--- src/sv/tsa_pkg.sv ---
// Shared types and constants for the two-row slot allocator.
// Field layout of the stream beats, operation and register codes.
// No dependencies; imported by every module of the block except tsa_ram.
package tsa_pkg;

    // Input beat layout (tdata, lowest bit first): operation, slot, card
    localparam int OP_W        = 3;
    localparam int SLOT_FLD_W  = 6;
    localparam int CARD_FLD_W  = 8;
    localparam int OP_LSB      = 0;
    localparam int SLOT_LSB    = OP_LSB + OP_W;
    localparam int CARD_LSB    = SLOT_LSB + SLOT_FLD_W;
    localparam int IN_TDATA_W  = 24;

    // Output beat layout: ok, slot_out, free_count, lift_entrance, lift_exit
    localparam int FREE_FLD_W  = 7;
    localparam int OUT_TDATA_W = 16;

    // Configuration port
    localparam int CFG_IDX_W   = 1;
    localparam int CFG_DATA_W  = 9;
    localparam int HALF_W      = 6;
    localparam int EMP_W       = 9;

    localparam logic [CFG_IDX_W-1:0] REG_HALF_COUNT     = 1'b0;
    localparam logic [CFG_IDX_W-1:0] REG_EMPLOYEE_COUNT = 1'b1;

    localparam int              HALF_COUNT_RESET = 32;
    localparam logic [EMP_W-1:0] EMP_RESET       = 9'd256;

    // Operation codes
    localparam logic [OP_W-1:0] OP_TAKE_ENTRANCE = 3'd0;
    localparam logic [OP_W-1:0] OP_TAKE_EXIT     = 3'd1;
    localparam logic [OP_W-1:0] OP_RELEASE       = 3'd2;
    localparam logic [OP_W-1:0] OP_CLAIM         = 3'd3;
    localparam logic [OP_W-1:0] OP_CARD_ENTER    = 3'd4;
    localparam logic [OP_W-1:0] OP_CARD_EXIT     = 3'd5;

    // Status from the column unit to the sequencer
    typedef struct packed {
        logic found;     // checked column has a free slot
        logic chk_last;  // checked column is the last of the scan
        logic iss_last;  // issued column is the last of the scan
    } scan_stat_t;

endpackage

--- src/sv/tsa_ram.sv ---
// Generic single-port-write, single-port-read RAM with registered read data.
// No dependencies; used for the slot map banks and the card presence map.
module tsa_ram #(
    parameter int WIDTH = 1,
    parameter int DEPTH = 64
) (
    input  logic                                   aclk,
    input  logic                                   wr_en,
    input  logic [((DEPTH > 1) ? $clog2(DEPTH) : 1)-1:0] wr_addr,
    input  logic [WIDTH-1:0]                       wr_data,
    input  logic [((DEPTH > 1) ? $clog2(DEPTH) : 1)-1:0] rd_addr,
    output logic [WIDTH-1:0]                       rd_data
);

    logic [WIDTH-1:0] mem [DEPTH];

    always_ff @(posedge aclk) begin
        if (wr_en) begin
            mem[wr_addr] <= wr_data;
        end
        rd_data <= mem[rd_addr];
    end

endmodule

--- src/sv/tsa_col_unit.sv ---
// Column evaluator shared by both scan directions: read addresses of the
// issued column, step to the next column, and the free-slot decision.
// Depends on tsa_pkg.
module tsa_col_unit #(
    parameter int ROW_MAX = 32
) (
    input  logic                                          exit_dir,
    input  logic [$clog2(ROW_MAX+1)-1:0]                  h,
    input  logic [((ROW_MAX > 1) ? $clog2(ROW_MAX) : 1)-1:0] iss_col,
    input  logic [((ROW_MAX > 1) ? $clog2(ROW_MAX) : 1)-1:0] chk_col,
    input  logic                                          front_used,
    input  logic                                          back_used,
    output logic [$clog2(2*ROW_MAX)-1:0]                  front_addr,
    output logic [$clog2(2*ROW_MAX)-1:0]                  back_addr,
    output logic [((ROW_MAX > 1) ? $clog2(ROW_MAX) : 1)-1:0] iss_next,
    output logic [$clog2(2*ROW_MAX)-1:0]                  got,
    output tsa_pkg::scan_stat_t                           stat
);
    import tsa_pkg::*;

    localparam int SLOT_AW = $clog2(2*ROW_MAX);
    localparam int COL_W   = (ROW_MAX > 1) ? $clog2(ROW_MAX) : 1;

    logic iss_at_top;
    logic chk_at_top;

    // Issued column: front slot c, back slot c + h
    assign front_addr = SLOT_AW'(iss_col);
    assign back_addr  = SLOT_AW'(iss_col) + SLOT_AW'(h);
    assign iss_next   = exit_dir ? (iss_col - COL_W'(1)) : (iss_col + COL_W'(1));

    // End of scan: column 0 going down, column h-1 going up
    assign iss_at_top = ((COL_W+1)'(iss_col) + (COL_W+1)'(1)) == (COL_W+1)'(h);
    assign chk_at_top = ((COL_W+1)'(chk_col) + (COL_W+1)'(1)) == (COL_W+1)'(h);

    // Checked column: front row wins over back row
    always_comb begin
        stat.found    = !front_used || !back_used;
        stat.iss_last = exit_dir ? (iss_col == '0) : iss_at_top;
        stat.chk_last = exit_dir ? (chk_col == '0) : chk_at_top;
        if (!front_used) begin
            got = SLOT_AW'(chk_col);
        end else begin
            got = SLOT_AW'(chk_col) + SLOT_AW'(h);
        end
    end

endmodule

--- src/sv/two_row_slot_allocator_core.sv ---
// Two-row slot allocator: a sequencer steps one column evaluator over a
// used/free map of 2*h slots (front row c, back row c+h) and a card
// presence map. A take operation scans one column per clock through the two
// slot map read ports. Release, claim and card operations take one RAM read,
// one decision and one write-back; the write-back of every operation waits
// for a free output register. s_tready is high only while the block is idle;
// a finished result sits in the output register and the next beat can be
// accepted meanwhile. After reset the block clears both maps; a write of
// half_count clears the slot map. s_tready stays low during both sweeps.
// Depends on tsa_pkg, tsa_ram and tsa_col_unit.
module two_row_slot_allocator_core #(
    parameter int ROW_MAX  = 32,
    parameter int CARD_MAX = 256
) (
    input  logic                              aclk,
    input  logic                              aresetn,
    // Input beats
    input  logic                              s_tvalid,
    output logic                              s_tready,
    input  logic [tsa_pkg::IN_TDATA_W-1:0]    s_tdata,   // operation, slot, card
    // Result beats
    output logic                              m_tvalid,
    input  logic                              m_tready,
    // ok, slot_out, free_count, lift_entrance, lift_exit
    output logic [tsa_pkg::OUT_TDATA_W-1:0]   m_tdata,
    // Configuration writes
    input  logic                              cfg_wr_en,
    input  logic [tsa_pkg::CFG_IDX_W-1:0]     cfg_index,
    input  logic [tsa_pkg::CFG_DATA_W-1:0]    cfg_wdata
);
    import tsa_pkg::*;

    localparam int SLOT_DEPTH = 2 * ROW_MAX;
    localparam int SLOT_AW    = $clog2(SLOT_DEPTH);
    localparam int COL_W      = (ROW_MAX > 1) ? $clog2(ROW_MAX) : 1;
    localparam int ROW_W      = $clog2(ROW_MAX + 1);
    localparam int FREE_W     = ROW_W + 1;
    localparam int CARD_AW    = (CARD_MAX > 1) ? $clog2(CARD_MAX) : 1;
    localparam int CLR_DEPTH  = (SLOT_DEPTH > CARD_MAX) ? SLOT_DEPTH : CARD_MAX;
    localparam int CLR_W      = $clog2(CLR_DEPTH);
    localparam int H_RESET    = (ROW_MAX < HALF_COUNT_RESET) ? ROW_MAX : HALF_COUNT_RESET;

    localparam logic [2:0] ST_CLEAR  = 3'd0;
    localparam logic [2:0] ST_IDLE   = 3'd1;
    localparam logic [2:0] ST_SCAN   = 3'd2;
    localparam logic [2:0] ST_LOOK   = 3'd3;
    localparam logic [2:0] ST_FINISH = 3'd4;

    // Control state
    logic [2:0]            state_reg, state_next;
    logic [ROW_W-1:0]      h_reg, h_next;
    logic [EMP_W-1:0]      emp_reg, emp_next;
    logic [FREE_W-1:0]     free_reg, free_next;
    logic [CLR_W-1:0]      clr_cnt_reg, clr_cnt_next;
    logic                  clr_cards_reg, clr_cards_next;
    logic                  iss_live_reg, iss_live_next;
    logic                  chk_live_reg, chk_live_next;
    logic                  out_valid_reg, out_valid_next;

    // Payload
    logic [OP_W-1:0]       op_reg, op_next;
    logic [SLOT_FLD_W-1:0] slot_reg, slot_next;
    logic [CARD_FLD_W-1:0] card_reg, card_next;
    logic [COL_W-1:0]      iss_col_reg, iss_col_next;
    logic [COL_W-1:0]      chk_col_reg, chk_col_next;
    logic                  res_ok_reg, res_ok_next;
    logic [SLOT_AW-1:0]    res_slot_reg, res_slot_next;
    logic                  res_le_reg, res_le_next;
    logic                  res_lx_reg, res_lx_next;
    logic [OUT_TDATA_W-1:0] out_data_reg, out_data_next;

    // Input fields
    logic [OP_W-1:0]       in_op;
    logic [SLOT_FLD_W-1:0] in_slot;
    logic [CARD_FLD_W-1:0] in_card;

    // Memory ports
    logic                  slot_wr_en;
    logic [SLOT_AW-1:0]    slot_wr_addr;
    logic                  slot_wr_data;
    logic [SLOT_AW-1:0]    slot_rd_a_addr;
    logic                  slot_rd_a;
    logic                  slot_rd_b;
    logic                  card_wr_en;
    logic [CARD_AW-1:0]    card_wr_addr;
    logic                  card_wr_data;
    logic                  card_rd;

    // Column unit
    logic [SLOT_AW-1:0]    front_addr;
    logic [SLOT_AW-1:0]    back_addr;
    logic [COL_W-1:0]      iss_step;
    logic [SLOT_AW-1:0]    scan_got;
    scan_stat_t            scan_stat;

    // Misc
    logic                  in_accept;
    logic                  out_free;
    logic [FREE_W-1:0]     two_h;
    logic                  slot_in_range;
    logic                  card_valid;
    logic                  clr_done;
    logic [HALF_W-1:0]     cfg_half;
    logic [ROW_W-1:0]      cfg_h_eff;

    assign in_op   = s_tdata[OP_LSB +: OP_W];
    assign in_slot = s_tdata[SLOT_LSB +: SLOT_FLD_W];
    assign in_card = s_tdata[CARD_LSB +: CARD_FLD_W];

    assign s_tready  = (state_reg == ST_IDLE);
    assign in_accept = s_tvalid && s_tready;
    assign out_free  = !out_valid_reg || m_tready;
    assign m_tvalid  = out_valid_reg;
    assign m_tdata   = out_data_reg;

    assign two_h         = FREE_W'({h_reg, 1'b0});
    assign slot_in_range = 32'(slot_reg) < 32'(two_h);
    assign card_valid    = (32'(card_reg) < 32'(emp_reg)) && (32'(card_reg) < CARD_MAX);

    // half_count clamped into [1, ROW_MAX]
    assign cfg_half = cfg_wdata[HALF_W-1:0];
    always_comb begin
        if (cfg_half == '0) begin
            cfg_h_eff = ROW_W'(1);
        end else if (32'(cfg_half) > ROW_MAX) begin
            cfg_h_eff = ROW_W'(ROW_MAX);
        end else begin
            cfg_h_eff = ROW_W'(cfg_half);
        end
    end

    // Slot map: two identical banks give the front and back reads of a column
    assign slot_rd_a_addr = (state_reg == ST_IDLE) ? SLOT_AW'(in_slot) : front_addr;

    tsa_ram #(.WIDTH(1), .DEPTH(SLOT_DEPTH)) u_slot_front (
        .aclk    (aclk),
        .wr_en   (slot_wr_en),
        .wr_addr (slot_wr_addr),
        .wr_data (slot_wr_data),
        .rd_addr (slot_rd_a_addr),
        .rd_data (slot_rd_a)
    );

    tsa_ram #(.WIDTH(1), .DEPTH(SLOT_DEPTH)) u_slot_back (
        .aclk    (aclk),
        .wr_en   (slot_wr_en),
        .wr_addr (slot_wr_addr),
        .wr_data (slot_wr_data),
        .rd_addr (back_addr),
        .rd_data (slot_rd_b)
    );

    // Card presence map, read at the card of the incoming beat
    tsa_ram #(.WIDTH(1), .DEPTH(CARD_MAX)) u_card_map (
        .aclk    (aclk),
        .wr_en   (card_wr_en),
        .wr_addr (card_wr_addr),
        .wr_data (card_wr_data),
        .rd_addr (CARD_AW'(in_card)),
        .rd_data (card_rd)
    );

    tsa_col_unit #(.ROW_MAX(ROW_MAX)) u_col (
        .exit_dir   (op_reg == OP_TAKE_EXIT),
        .h          (h_reg),
        .iss_col    (iss_col_reg),
        .chk_col    (chk_col_reg),
        .front_used (slot_rd_a),
        .back_used  (slot_rd_b),
        .front_addr (front_addr),
        .back_addr  (back_addr),
        .iss_next   (iss_step),
        .got        (scan_got),
        .stat       (scan_stat)
    );

    assign clr_done = clr_cards_reg ? (32'(clr_cnt_reg) == CLR_DEPTH - 1)
                                    : (32'(clr_cnt_reg) == SLOT_DEPTH - 1);

    // Sequencer
    always_comb begin
        state_next     = state_reg;
        h_next         = h_reg;
        emp_next       = emp_reg;
        free_next      = free_reg;
        clr_cnt_next   = clr_cnt_reg;
        clr_cards_next = clr_cards_reg;
        iss_live_next  = iss_live_reg;
        chk_live_next  = chk_live_reg;
        out_valid_next = out_valid_reg;
        op_next        = op_reg;
        slot_next      = slot_reg;
        card_next      = card_reg;
        iss_col_next   = iss_col_reg;
        chk_col_next   = chk_col_reg;
        res_ok_next    = res_ok_reg;
        res_slot_next  = res_slot_reg;
        res_le_next    = res_le_reg;
        res_lx_next    = res_lx_reg;
        out_data_next  = out_data_reg;
        slot_wr_en     = 1'b0;
        slot_wr_addr   = res_slot_reg;
        slot_wr_data   = 1'b0;
        card_wr_en     = 1'b0;
        card_wr_addr   = CARD_AW'(card_reg);
        card_wr_data   = 1'b0;

        // Result register drains independently
        if (m_tready) begin
            out_valid_next = 1'b0;
        end

        case (state_reg)
            // Sweep zeros through the maps
            ST_CLEAR: begin
                slot_wr_en   = 32'(clr_cnt_reg) < SLOT_DEPTH;
                slot_wr_addr = SLOT_AW'(clr_cnt_reg);
                card_wr_en   = clr_cards_reg && (32'(clr_cnt_reg) < CARD_MAX);
                card_wr_addr = CARD_AW'(clr_cnt_reg);
                if (clr_done) begin
                    state_next = ST_IDLE;
                end else begin
                    clr_cnt_next = clr_cnt_reg + CLR_W'(1);
                end
            end
            ST_IDLE: begin
                if (in_accept) begin
                    op_next       = in_op;
                    slot_next     = in_slot;
                    card_next     = in_card;
                    chk_live_next = 1'b0;
                    iss_live_next = 1'b1;
                    if (in_op == OP_TAKE_EXIT) begin
                        iss_col_next = COL_W'(h_reg - ROW_W'(1));
                        state_next   = ST_SCAN;
                    end else if (in_op == OP_TAKE_ENTRANCE) begin
                        iss_col_next = '0;
                        state_next   = ST_SCAN;
                    end else begin
                        state_next = ST_LOOK;
                    end
                end
            end
            // One column issued and one checked per cycle
            ST_SCAN: begin
                chk_col_next  = iss_col_reg;
                chk_live_next = iss_live_reg;
                if (iss_live_reg) begin
                    iss_col_next  = iss_step;
                    iss_live_next = !scan_stat.iss_last;
                end
                res_le_next = 1'b0;
                res_lx_next = 1'b0;
                if (chk_live_reg) begin
                    if (scan_stat.found) begin
                        res_ok_next   = 1'b1;
                        res_slot_next = scan_got;
                        state_next    = ST_FINISH;
                    end else if (scan_stat.chk_last) begin
                        res_ok_next   = 1'b0;
                        res_slot_next = '0;
                        state_next    = ST_FINISH;
                    end
                end
            end
            // Single-entry operations: decide on the word read at accept
            ST_LOOK: begin
                res_ok_next   = 1'b0;
                res_slot_next = '0;
                res_le_next   = 1'b0;
                res_lx_next   = 1'b0;
                case (op_reg)
                    OP_RELEASE: begin
                        if (slot_in_range && slot_rd_a) begin
                            res_ok_next   = 1'b1;
                            res_slot_next = SLOT_AW'(slot_reg);
                        end
                    end
                    OP_CLAIM: begin
                        if (slot_in_range && !slot_rd_a) begin
                            res_ok_next   = 1'b1;
                            res_slot_next = SLOT_AW'(slot_reg);
                        end
                    end
                    OP_CARD_ENTER: begin
                        if (card_valid && !card_rd) begin
                            res_ok_next = 1'b1;
                            res_le_next = 1'b1;
                        end
                    end
                    OP_CARD_EXIT: begin
                        if (card_valid && card_rd) begin
                            res_ok_next = 1'b1;
                            res_lx_next = 1'b1;
                        end
                    end
                    default: begin
                    end
                endcase
                state_next = ST_FINISH;
            end
            // Write back, update the count and hand over the result
            ST_FINISH: begin
                if (out_free) begin
                    if (res_ok_reg) begin
                        case (op_reg)
                            OP_TAKE_ENTRANCE, OP_TAKE_EXIT, OP_CLAIM: begin
                                slot_wr_en   = 1'b1;
                                slot_wr_data = 1'b1;
                                if (free_reg != '0) begin
                                    free_next = free_reg - FREE_W'(1);
                                end
                            end
                            OP_RELEASE: begin
                                slot_wr_en   = 1'b1;
                                slot_wr_data = 1'b0;
                                if (free_reg < two_h) begin
                                    free_next = free_reg + FREE_W'(1);
                                end
                            end
                            OP_CARD_ENTER: begin
                                card_wr_en   = 1'b1;
                                card_wr_data = 1'b1;
                            end
                            OP_CARD_EXIT: begin
                                card_wr_en   = 1'b1;
                                card_wr_data = 1'b0;
                            end
                            default: begin
                            end
                        endcase
                    end
                    out_data_next  = {res_lx_reg, res_le_reg, FREE_FLD_W'(free_next),
                                      SLOT_FLD_W'(res_slot_reg), res_ok_reg};
                    out_valid_next = 1'b1;
                    state_next     = ST_IDLE;
                end
            end
            default: begin
                state_next = ST_IDLE;
            end
        endcase

        // Register writes; half_count frees every slot again
        if (cfg_wr_en) begin
            if (cfg_index == REG_HALF_COUNT) begin
                h_next         = cfg_h_eff;
                free_next      = FREE_W'({cfg_h_eff, 1'b0});
                clr_cnt_next   = '0;
                clr_cards_next = (state_reg == ST_CLEAR) && clr_cards_reg;
                state_next     = ST_CLEAR;
            end else if (cfg_index == REG_EMPLOYEE_COUNT) begin
                emp_next = cfg_wdata[EMP_W-1:0];
            end
        end
    end

    // Control registers
    always_ff @(posedge aclk) begin
        if (!aresetn) begin
            state_reg     <= ST_CLEAR;
            h_reg         <= ROW_W'(H_RESET);
            emp_reg       <= EMP_RESET;
            free_reg      <= FREE_W'(2 * H_RESET);
            clr_cnt_reg   <= '0;
            clr_cards_reg <= 1'b1;
            iss_live_reg  <= 1'b0;
            chk_live_reg  <= 1'b0;
            out_valid_reg <= 1'b0;
        end else begin
            state_reg     <= state_next;
            h_reg         <= h_next;
            emp_reg       <= emp_next;
            free_reg      <= free_next;
            clr_cnt_reg   <= clr_cnt_next;
            clr_cards_reg <= clr_cards_next;
            iss_live_reg  <= iss_live_next;
            chk_live_reg  <= chk_live_next;
            out_valid_reg <= out_valid_next;
        end
    end

    // Payload registers
    always_ff @(posedge aclk) begin
        op_reg       <= op_next;
        slot_reg     <= slot_next;
        card_reg     <= card_next;
        iss_col_reg  <= iss_col_next;
        chk_col_reg  <= chk_col_next;
        res_ok_reg   <= res_ok_next;
        res_slot_reg <= res_slot_next;
        res_le_reg   <= res_le_next;
        res_lx_reg   <= res_lx_next;
        out_data_reg <= out_data_next;
    end

endmodule

--- config.mk ---
export PLATFORM = sky130hd
export DESIGN_NAME = two_row_slot_allocator_core
export DESIGN_NICKNAME = d
export VERILOG_FILES = /design/src/sv/tsa_pkg.sv /design/src/sv/tsa_ram.sv /design/src/sv/tsa_col_unit.sv /design/src/sv/two_row_slot_allocator_core.sv
export SDC_FILE = /design/constraint.sdc
export NUM_CORES = 1
export LEC_CHECK = 0
export CAP_MARGIN = 20
export CORE_ASPECT_RATIO = 1.4
export CORE_MARGIN = 10
export CORE_UTILIZATION = 60
export DETAILED_ROUTE_END_ITERATION = 10
export DONT_BUFFER_PORTS = 1
export PLACE_DENSITY = 0.76
export SETUP_SLACK_MARGIN = 0.5
export SLEW_MARGIN = 30
export SYNTH_ARGS = -nofsm -noshare
export SYNTH_HDL_FRONTEND = slang
export SYNTH_SLANG_ARGS = --single-unit
--- constraint.sdc ---
create_clock -name aclk -period 9.2 [get_ports aclk]
set_input_delay 0.92 -clock aclk [delete_from_list [all_inputs] [get_ports aclk]]
set_output_delay 0.92 -clock aclk [all_outputs]
set_load 0.01 [all_outputs]
[After elaboration in Yosys (flattened, before gate mapping)]
Memory sizes are Yosys's and may differ from the RTL's. A register that Yosys moved wholly into a read port is not among the register bits.
Cells that the tools add are included.
Cells by class
  add/subtract/negate cells: 10
  magnitude comparators: 5
  eq/ne operators: 19
  multiplexer cells: 86
  bitwise logic cells: 1
  reductions and logical operators: 32
Operator list (count)
  two-way mux 6 bit: 10
  two-way mux 7 bit: 7
  two-way mux 8 bit: 5
  two-way mux 1 bit: 38
  two-way mux 5 bit: 5
  two-way mux 3 bit: 8
  case mux 6 bit (2 select lines): 2
  case mux 3 bit (5 select lines): 1
  case mux 1 bit (2 select lines): 7
  case mux 7 bit (2 select lines): 1
  adder 5 x 1 -> 6 bit, second input constant: 2
  adder 5 x 6 -> 6 bit: 2
  equality test 3 x 2 -> 1 bit, second input constant: 4
  equality test 6 bit: 2
  zero test 5 bit: 2
  case mux 5 bit (2 select lines): 1
  AND reduction 2 bit: 5
  subtractor 5 x 1 -> 5 bit, second input constant: 2
  equality test 3 x 1 -> 1 bit, second input constant: 3
  equality test 3 bit, second input constant: 3
  zero test 3 bit: 3
  less-than comparator 8 x 9 -> 1 bit: 1
  adder 8 x 1 -> 8 bit, second input constant: 1
  equality test 8 x 6 -> 1 bit, second input constant: 1
  25 further kinds: 37
Storage, ports and cells
  flip-flop bits (word level): 89
  bits in writable memories: 384
  input bits: 39
  output and inout port bits: 18
  word-level logic and storage cells: 175
  memories: 3
Memory list
  u_card_map.mem: depth 256, bits a word 1, read ports 1, clocked after memory_dff 1, wr ports 1, line tsa_ram.sv:15  | logic [WIDTH-1:0] mem [DEPTH];
  u_slot_back.mem: depth 64, bits a word 1, read ports 1, clocked after memory_dff 1, wr ports 1, line tsa_ram.sv:15
  u_slot_front.mem: depth 64, bits a word 1, read ports 1, clocked after memory_dff 1, wr ports 1, line tsa_ram.sv:15

[Longest topological paths before layout]
Gate-level depths: netlist of the first run.
  word-level depth: 9
  mapped depth: 11
  mapped depth without buffers: 10

[Cells and area by module]
From an unflattened synthesis of the first run, not the netlist that was laid out.
Unflattened totals
  cell total of the unflattened synthesis: 1794
  area total of the unflattened synthesis: 22514.1 µm²
Modules (own cells, without submodules)
  tsa_ram at u_card_map: instances 1, cells an instance 788, area an instance 11128.2 µm², sequential area each 7707.4 µm²
  tsa_ram at u_slot_back ...: instances 2, cells an instance 204, area an instance 2914.0 µm², sequential area each 1941.9 µm²
  two_row_slot_allocator_core: instances 1, cells an instance 467, area an instance 4580.6 µm², sequential area each 2302.2 µm²
  tsa_col_unit: instances 1, cells an instance 131, area an instance 977.2 µm², sequential area each 0.0 µm²

[Worst setup path before layout of the first run]
No wires, ideal clock.
  path type: input-to-reg
  from: input port m_tready
  to: memory u_card_map.mem[0], data pin
  library setup time: 878 ps
  arrival: 5243 ps
  data required time: 8322 ps
  setup slack: 3079 ps
  stages: 4
  path buffers: 1
  cells stage by stage: nand2b_1 -> and3_1 -> clkbuf_1 -> and4b_1
On the way
  longest elaborated chain between the ends: 3
RTL lines
  start: declaration: line two_row_slot_allocator_core.sv:23  | input logic m_tready,
  logical OR 1 bit: line two_row_slot_allocator_core.sv:112  | assign out_free = !out_valid_reg || m_tready;
  two-way mux 1 bit: line two_row_slot_allocator_core.sv:304  | if (out_free) begin
  two-way mux 1 bit: line two_row_slot_allocator_core.sv:213  | case (state_reg)
  net card_wr_data: line two_row_slot_allocator_core.sv:86  | logic card_wr_data;
  end: declaration: line tsa_ram.sv:15
The timed path passes the listed nets, and every way through them passes these cells.

[Worst setup path in the final report of the first run]
  from: register state_reg[2]
  to: memory u_card_map.mem[141], data pin
On the way
  longest elaborated chain between the ends: 2
RTL lines
  start: declaration: line two_row_slot_allocator_core.sv:50  | logic [2:0] state_reg, state_next;
  start signal: assignment: line two_row_slot_allocator_core.sv:371  | state_reg <= state_next;
  equality test 3 bit: line two_row_slot_allocator_core.sv:213
  two-way mux 1 bit: line two_row_slot_allocator_core.sv:213
  net card_wr_data: line two_row_slot_allocator_core.sv:86
The timed path passes the listed nets, and every way through them passes these cells.

==> results of run 1 <==
metal layers:
layer | track usage, % | vias up | part of all wire (%)
li1 | - | 5907 | -
met2 | 39.9 | 543 | 52
met5 | 0 | - | 0.043
met3 | 3.93 | 145 | 7.3
met1 | 26.0 | 6400 | 37
met4 | 10.5 | 2 | 4.5
stage by stage:
stage / power (W) / utilization [%] / instances / hold slack (ps)
2_1_floorplan: 0.00217 / - / 1638 / 400
3_3_place_gp: 0.00219 / 61.1 / 1991 / 452
3_5_place_dp: 0.00219 / 61.2 / 1993 / 444
4_1_cts: 0.00377 / 65.0 / 2062 / 440
5_1_grt: 0.00385 / 65.0 / 2063 / 446
6_report: 0.00375 / 65.0 / 2063 / 457
synth_stat cells, types with 8 or more instances:
cell	number
o21ai_0	45
a21boi_0	11
or3_1	9
clkbuf_1	72
nand2b_1	12
a31oi_1	12
o31ai_1	8
nand3b_1	20
xor2_1	11
nor2_1	360
xnor2_1	25
o22ai_1	28
a21oi_1	36
inv_1	39
nor3_1	22
nor2b_1	10
dfxtp_1	40
buf_2	15
a21o_1	14
edfxtp_1	372
ha_1	37
mux2i_1	104
o211ai_1	13
nor4_1	9
mux4_2	67
nand2_1	137
nand3_1	27
layout make-up:
type | count | share of cell area (%)
sequential | 412 | 55.6
inverter | 40 | 0.698
timing repair buffer | 7 | 0.355
clock inverter | 19 | 0.989
clock buffer | 50 | 4.82
multi-input combinational | 1089 | 34.9
antenna | 1 | 0.0116
tap | 445 | 2.59
kinds of logic (layout without fill, tap and decap cells):
| group | after synthesis | after routing |
|---|---|---|
| xor+xnor | 36 | 36 |
| other cells | 0 | 1 |
| flops | 412 | 412 |
| mux | 176 | 176 |
| fa+ha+maj | 40 | 40 |
| simple gates | 632 | 632 |
| compound gates | 205 | 205 |
| buf+inv | 137 | 116 |
cell usage in the layout (no fill, tap or decap), types with 8 or more instances in the layout:
cell and n:
mux4_2 67, edfxtp_1 372, nor4_1 9, a21oi_1 36, nand2_1 137, o31ai_1 8, dfxtp_1 40, xnor2_1 25
o22ai_1 28, inv_1 39, a21boi_0 11, clkbuf_1 9, or3_1 9, nor3_1 21, nor2_1 359, a31oi_1 12
o211ai_1 13, clkbuf_16 39, a21o_1 14, o21ai_0 45, nand3b_1 20, nand3_1 27, mux2i_1 104, xor2_1 11
nor2b_1 10, nand2b_1 12, ha_1 36
worst max-delay path by stage:
stage                     slack (ps)  depth (start not counted)                   to
after detailed placement        4660                          6  u_card_map.mem[165]
after global routing            4810                          5  u_card_map.mem[142]
after global placement          4670                          5  u_card_map.mem[141]
final                           5140                          5  u_card_map.mem[141]
after floorplan                 3080                          4    u_card_map.mem[0]
after CTS                       5150                          5  u_card_map.mem[141]
power by group through the flow:
stage	Combinational [W]	Clock [W]	Sequential (W)
final	0.000124	0.00160	0.00203
after global routing	0.000134	0.00169	0.00203
after CTS	0.000124	0.00162	0.00203
after detailed placement	0.000124	0	0.00207
after global placement	0.000121	0	0.00207
after floorplan	0.000110	0	0.00206
worst register-to-register path, delay by kind of cell, from the launching register on:
| kind | cells | cell delay [ps] |
|---|---|---|
| buffers and inverters | 3 | 1940 |
| AND/OR/NAND/NOR | 2 | 1190 |
| flip-flops | 1 | 570 |
==> flow_summary.ini, run 1 <==
[flow_run]
cap_violations = 0

[synthesis]
muxShareOfSynthArea_pct = 13.1
synth_top_family_by_area = simple AND/OR/NAND/NOR gates
synth_top_flop_cell = edfxtp_1
synth_cell_type_count = 61
synthesis.area_mm2 = 0.0200
yosys.area.top_type = edfxtp_1
synth-edff-count = 372
postSynthCellCount = 1638
synth_compound_area_share_pct = 6.62
synth.area.top_cells = edfxtp_1 (56%), mux4_2 (7.5%), nor2_1 (6.8%), mux2i_1 (5.2%), dfxtp_1 (4.0%)
synth_top_area_share_pct = 55.8
synthAdderAreaFrac_pct = 2.61
yosysSeqAreaShare_pct = 59.8
synth_async_sr_flop_share_pct = 0
syn-mean-instance-area_um2 = 12.2
synthXorXnorAreaFrac_pct = 1.58
yosysWarnings = 0
synth_fp_nets = 1717
synthSimpleGateAreaFrac_pct = 13.5
yosys_register_bits = 412

[cts]
numCtsBuffers = 39
post-cts-setup-buffer-count = 0
path_clk_slew_ps = 60
clock_sinks = 412
htreeDepth = 2
ctsResizeCount = 0
cts.path.max_buffers = 3
insertion_delay_ps = 540
root_buffer = clkbuf_16
cts_hold_buf = 0
cts_tree = done

[worst_hold_path]
hold_end = clr_cards_reg
worst_hold_path.num_cells = 1
holdCritStartpoint = aresetn
hold_path.class = in2reg

[cells_and_area]
syn2layout_area_growth_pct = 7.54
multiInputGateArea_mm2 = 0.00751
fillers = 2425
design_area_mm2 = 0.0215
largest-register = u_card_map.mem
seqCellArea_mm2 = 0.0120
layout.nets = 1668
largest_reg_flops = 256
layout-drive-gt1-share_pct = 9.15

[run_status]
status = complete, no violations

[placement]
place_hpwl_um = 30600
place_congestion = 0.941
place_worst_setup_slack_ps = 4660
placed_area_mm2 = 0.0203
port_buffers = 0

[grt]
grt-ovfl-total = 0
grt_antenna_before_repair = 2
track_usage_pct = 22.6
grt_pass1_wl_um = 72900
grt_max_degree = 110
grt_pass1_vias = 13100

[setup_path]
r2r_slack_ps = 5140
required_ps = 9410
cp_slowest_cell = buf_4
critPathTopFamily = buffers and inverters
cp.arrival_ps = 4270
cp-end-kind = register
timing.rr.end = u_card_map.mem[141]
crit_buf_inv = 3
rr_worst_depth = 5
cp-start-kind = register
cp_slowest_stage_delay_ps = 840
path_class = reg2reg
path_cells = and3_1, buf_6, and4b_4, buf_4, buf_4
worstSetupStartpoint = state_reg[2]
cpMostUsedCell = buf_4
critPathMaxFanout = 109
r2r_start = state_reg[2]

[timing]
setup_tns_ps = 0
timing.final.ws_setup_ps = 5140
setup_viol = 0
maxSlewViolCount = 0
tightest_slew_ps = 1010
finalHoldViolCount = 0
fin_skew_ps = 17.2
period_needed_ps = 4060
max_freq_mhz = 246
rsz0062_at_grt = false
slew_headroom_pct = 32.2
fin_crit_sh_pct = 44.1

[power]
power_density_mw_per_mm2 = 174
p_sw_w = 0.000763
pwr-share-comb_pct = 3.3
p_seq_share_pct = 54.1
swShare_pct = 20.4
peakVddDrop_v = 0.000190
p_clk_share_pct = 42.6
internal-power_w = 0.00299
p_leak_nw = 7.55

[route]
drtPass1Iterations = 6
vias_per_cell = 6.30
wl_per_cell_um = 22.8
drtIter0Drc = 1320
vias = 13000
wirelength_um = 47000
ant_nets = 0
drc_errors = 0

[floorplan]
initial_core_util_pct = 60.4
die_w_um = 174
die_h_um = 236
io_pins = 57
dieArea_mm2 = 0.0412
rows = 79
core_area_mm2 = 0.0331
Note: power is estimated with default switching activity, not from simulation.
==> inputs of run 2 (changes only) <==
- clock period: 9.2 -> 3.78 ns (I/O delays scaled with it)
==> run 2 against run 1 <==
Worst setup slack worse by 4500 ps. Die area stayed put. Critical path depth is 4 higher. Sequential power rose by 140%. Highest routed layer is now met4.
==> flow_summary.ini, run 2 (same netlist as run 1, synthesis figures left out) <==
[power]
power_density_mw_per_mm2 = 415
power.total_w = 0.00910
peakVddDrop_v = 0.000428
p_leak_nw = 7.78

[worst_hold_path]
hold_path.class = in2reg

[cts]
numCtsBuffers = 40
path_clk_slew_ps = 60
insertion_delay_ps = 550
cts_tree = done
clock_sinks = 412
htreeDepth = 2
root_buffer = clkbuf_16
cts.path.max_buffers = 3

[timing]
setup_viol = 0
fin_crit_sh_pct = 83.4
slew_headroom_pct = 34.4
tightest_slew_ps = 982
rsz0062_at_grt = true
period_needed_ps = 3150
fin_skew_ps = 13.8
max_freq_mhz = 317
setup_tns_ps = 0
maxSlewViolCount = 0
finalHoldViolCount = 0

[grt]
grt_pass1_wl_um = 75300
grt_max_degree = 109
track_usage_pct = 23.4
grt-ovfl-total = 0
grt_antenna_before_repair = 1
grt_pass1_vias = 13400

[route]
drtPass1Iterations = 5
drc_errors = 0
vias = 13400
vias_per_cell = 6.34
ant_nets = 0
drtIter0Drc = 1349
wl_per_cell_um = 23.2
wirelength_um = 49000

[setup_path]
cp.arrival_ps = 3620
cp-start-kind = register
cp-end-kind = register
path_class = reg2reg
critPathMaxFanout = 13
required_ps = 4250

[floorplan]
die_w_um = 174
rows = 79
core_area_mm2 = 0.0331
die_h_um = 236
initial_core_util_pct = 60.4
io_pins = 57
dieArea_mm2 = 0.0412

[placement]
port_buffers = 0
place_congestion = 0.923
place_hpwl_um = 30800

[cells_and_area]
final_common_cell = edfxtp_1
largest-register = u_card_map.mem
syn2layout_area_growth_pct = 9.74
largest_reg_flops = 256
final_cell_mix = edfxtp_1 (372), nor2_1 (359), nand2_1 (137)
layout-drive-gt1-share_pct = 10.0
layout.nets = 1721

[run_status]
status = complete, no violations

[flow_run]
cap_violations = 0
[run 2: changes by cell type in the layout (fill, tap and decap cells not counted), sizes merged]
cell / before / now
inv: 40 / 41
clkinv: 12 / 18
clkbuf: 50 / 51
bufinv: 4 / 2
buf: 7 / 32
dlygate4sd3: 0 / 27
clkinvlp: 3 / 0
[run 2: what timing repair did]
item / in CTS / in global routing
endpoints found under the hold margin: 35 / 0
hold buffers: 27 / 0
endpoints found under the setup margin: 0 / 58
gates resized for setup: 0 / 1
buffers inserted: 0 / 2
[run 2: where the power goes]
part           internal, W  switching (W)  total [W]
Sequential         0.00491      0.0000189    0.00493
Combinational     0.000155       0.000190   0.000345
Clock              0.00215        0.00168    0.00382
[run 2: metal layers]
| metal | up-vias | track usage [%] | wire length (µm) |
|---|---|---|---|
| li1 | 6021 | - | - |
| met1 | 6634 | 26.2 | 17500 |
| met2 | 636 | 41.9 | 25500 |
| met3 | 134 | 4.33 | 3810 |
| met4 | 0 | 11.2 | 2300 |
| met5 | - | 0 | 0 |
[run 2: path summary, 6_finish.rpt]
| check | depth (start not counted) | end | slack [ps] | start |
|---|---|---|---|---|
| hold reg to reg | 0 | m_tdata[14] | 470 | res_le_reg |
| hold / removal | 1 | u_card_map.rd_data | 20 | s_tdata[15] |
| setup reg to reg | 9 | u_slot_front.rd_data | 630 | state_reg[0] |
| setup / recovery | 9 | u_slot_front.rd_data | 630 | state_reg[0] |
[run 2: area by class of cell]
cell class	instances	area, µm²
well taps	445	557
fillers	2406	11200
clock buffers	51	1070
flip-flops and latches	412	12000
clock inverters	21	153
multi-input cells	1089	7510
inverters	40	150
repair buffers	59	536
diodes	1	2.50
[run 2: per-stage QoR]
| step | instances | hold WS, ps | util, % | instance area [µm²] | setup slack [ps] |
|---|---|---|---|---|---|
| final | 2118 | 20.8 | 66.3 | 22000 | 627 |
| after global routing | 2118 | 3.20 | 66.3 | 22000 | 432 |
| after CTS | 2115 | 0.642 | 66.2 | 21900 | 635 |
| after detailed placement | 2016 | 441 | 61.7 | 20400 | 650 |
| after global placement | 2016 | 443 | 61.7 | 20400 | 702 |
| after floorplan | 1638 | 400 | - | 20000 | 629 |
[run 2: critical path, stage by stage (launching register included)]
cell and delay, ps:
dfxtp_1 550, nor3b_2 550, o21a_1 500, buf_4 350, mux2i_1 110, mux2i_1 170, o22ai_1 100, a211oi_1 400
mux2i_1 150, o211ai_1 180
==> inputs of run 3 (changes only) <==
- clock period: 3.78 -> 3.2 ns (I/O delays scaled with it)
==> run 3 against run 2 <==
Combinational power is 21% higher. Worst setup slack got worse by 170 ps. Wire length down 0.28%. Final cell count rose by 1.4%. Utilization grew 0.91 points. Critical path depth is 3 lower. Maximum frequency grew 15%. Register-to-register slack worse by 170 ps. Worst hold slack got worse by 2.6 ps. Global-route usage down 0.070 points. Non-clock buffer count grew 33. Total power rose by 18%. Critical path type unchanged. Critical endpoint is now u_slot_back.rd_data. Largest cell class unchanged. Largest power group unchanged.
==> flow_summary.ini, run 3 (same netlist as run 1, synthesis figures left out) <==
[power]
p_leak_nw = 7.93
power.total_w = 0.0108
p_seq_share_pct = 54.2
p_clk_share_pct = 41.9
peakVddDrop_v = 0.000497
swShare_pct = 20.4
power_density_mw_per_mm2 = 483
pwr-share-comb_pct = 3.9
p_sw_w = 0.00219
internal-power_w = 0.00856

[run_status]
status = complete, no violations

[cells_and_area]
largest-register = u_card_map.mem
syn2layout_area_growth_pct = 11.3
final_cell_mix = edfxtp_1 (372), nor2_1 (357), nand2_1 (135)
layout.nets = 1753
layout.cells.non_filler = 2147
layout-drive-gt1-share_pct = 12.6
diodes = 0
largest_reg_flops = 256
final_common_cell = edfxtp_1

[route]
drtPass1Iterations = 7
wl_per_cell_um = 22.8
drtIter0Drc = 1237
wirelength_um = 48900
ant_nets = 0
vias_per_cell = 6.29
vias = 13500
drc_errors = 0

[grt]
grt_pass1_wl_um = 75000
grt_pass1_vias = 13400
grt_max_degree = 203
grt-ovfl-total = 0
track_usage_pct = 23.3
grt_antenna_before_repair = 0

[timing]
slew_headroom_pct = 41.3
setup_tns_ps = 0
period_needed_ps = 2740
fin_skew_ps = 19.8
timing.final.ws_setup_ps = 461
rsz0062_at_grt = true
timing.hold.ws_ps = 18.3
setup_viol = 0
fin_crit_sh_pct = 85.6
tightest_slew_ps = 880
finalHoldViolCount = 0
max_freq_mhz = 365
maxSlewViolCount = 0

[floorplan]
rows = 79
initial_core_util_pct = 60.4
io_pins = 57
core_area_mm2 = 0.0331
die_h_um = 236
die_w_um = 174
dieArea_mm2 = 0.0412

[cts]
path_clk_slew_ps = 70
cts.path.max_buffers = 3
cts_tree = done
clock_sinks = 412
insertion_delay_ps = 540
htreeDepth = 2
root_buffer = clkbuf_16
numCtsBuffers = 39

[setup_path]
path_class = reg2reg
cp_slowest_cell = fa_1
required_ps = 3600
cp_slowest_stage_delay_ps = 540
path_cells = ha_2, fa_1, buf_12, mux4_2, mux4_2, mux4_2
cp.arrival_ps = 3140
cp-end-kind = register
cp-start-kind = register
cpMostUsedCell = mux4_2
crit_buf_inv = 1
critPathTopFamily = multiplexers
critPathMaxFanout = 16

[flow_run]
cap_violations = 0

[placement]
place_hpwl_um = 31200
place_congestion = 0.912
port_buffers = 0
placedCellCount = 2048
place_worst_setup_slack_ps = 269

[worst_hold_path]
hold_path.class = in2reg
run 3: through the flow:
stage                     util [%]  instance area, µm²
after global routing          67.2               22300
after detailed placement      62.4               20700
after global placement        62.4               20700
after CTS                     67.0               22200
after floorplan                  -               20000
final                         67.2               22300
run 3: final timing paths:
path	start	to	slack, ps	depth (start not counted)
max	iss_col_reg[0]	u_slot_back.rd_data	460	6
min	s_tdata[8]	u_slot_front.rd_data	20	3
max reg2reg	iss_col_reg[0]	u_slot_back.rd_data	460	6
min reg2reg	res_le_reg	m_tdata[14]	460	0
run 3: repair_timing:
| item | CTS | global route |
|---|---|---|
| gates cloned | 0 | 0 |
| hold buffers | 27 | 0 |
| setup endpoints to repair | 9 | 270 |
| setup buffers | 0 | 3 |
| endpoints found under the hold margin | 40 | 0 |
| pin swaps | 0 | 1 |
| resized for setup | 5 | 19 |
run 3: cell type report:
type | count | area [µm²]
well taps | 445 | 557
fillers | 2369 | 10900
inverters | 40 | 150
multi-input cells | 1089 | 7550
flip-flops and latches | 412 | 12000
clock buffers | 48 | 1050
repair buffers | 92 | 798
clock inverters | 21 | 171
run 3: tightest hold or removal path, delay by kind of cell:
kind                   cells  cell delay, ps
AO/OA/AOI/OAI              2             170
buffers and inverters      1              30
run 3: per-layer routing:
metal,track usage [%],vias up,part of all wire [%]
met5,0,-,0
met1,26.7,6693,36
met2,41.8,607,53
met3,4.33,123,7.6
li1,-,6073,-
met4,9.76,0,3.9
run 3: power groups by stage:
stage	registers, W	clock network [W]	logic (W)
2_1_floorplan	0.00593	0	0.000319
3_3_place_gp	0.00594	0	0.000371
3_5_place_dp	0.00594	0	0.000379
4_1_cts	0.00583	0.00457	0.000419
5_1_grt	0.00582	0.00477	0.000450
6_report	0.00583	0.00451	0.000419
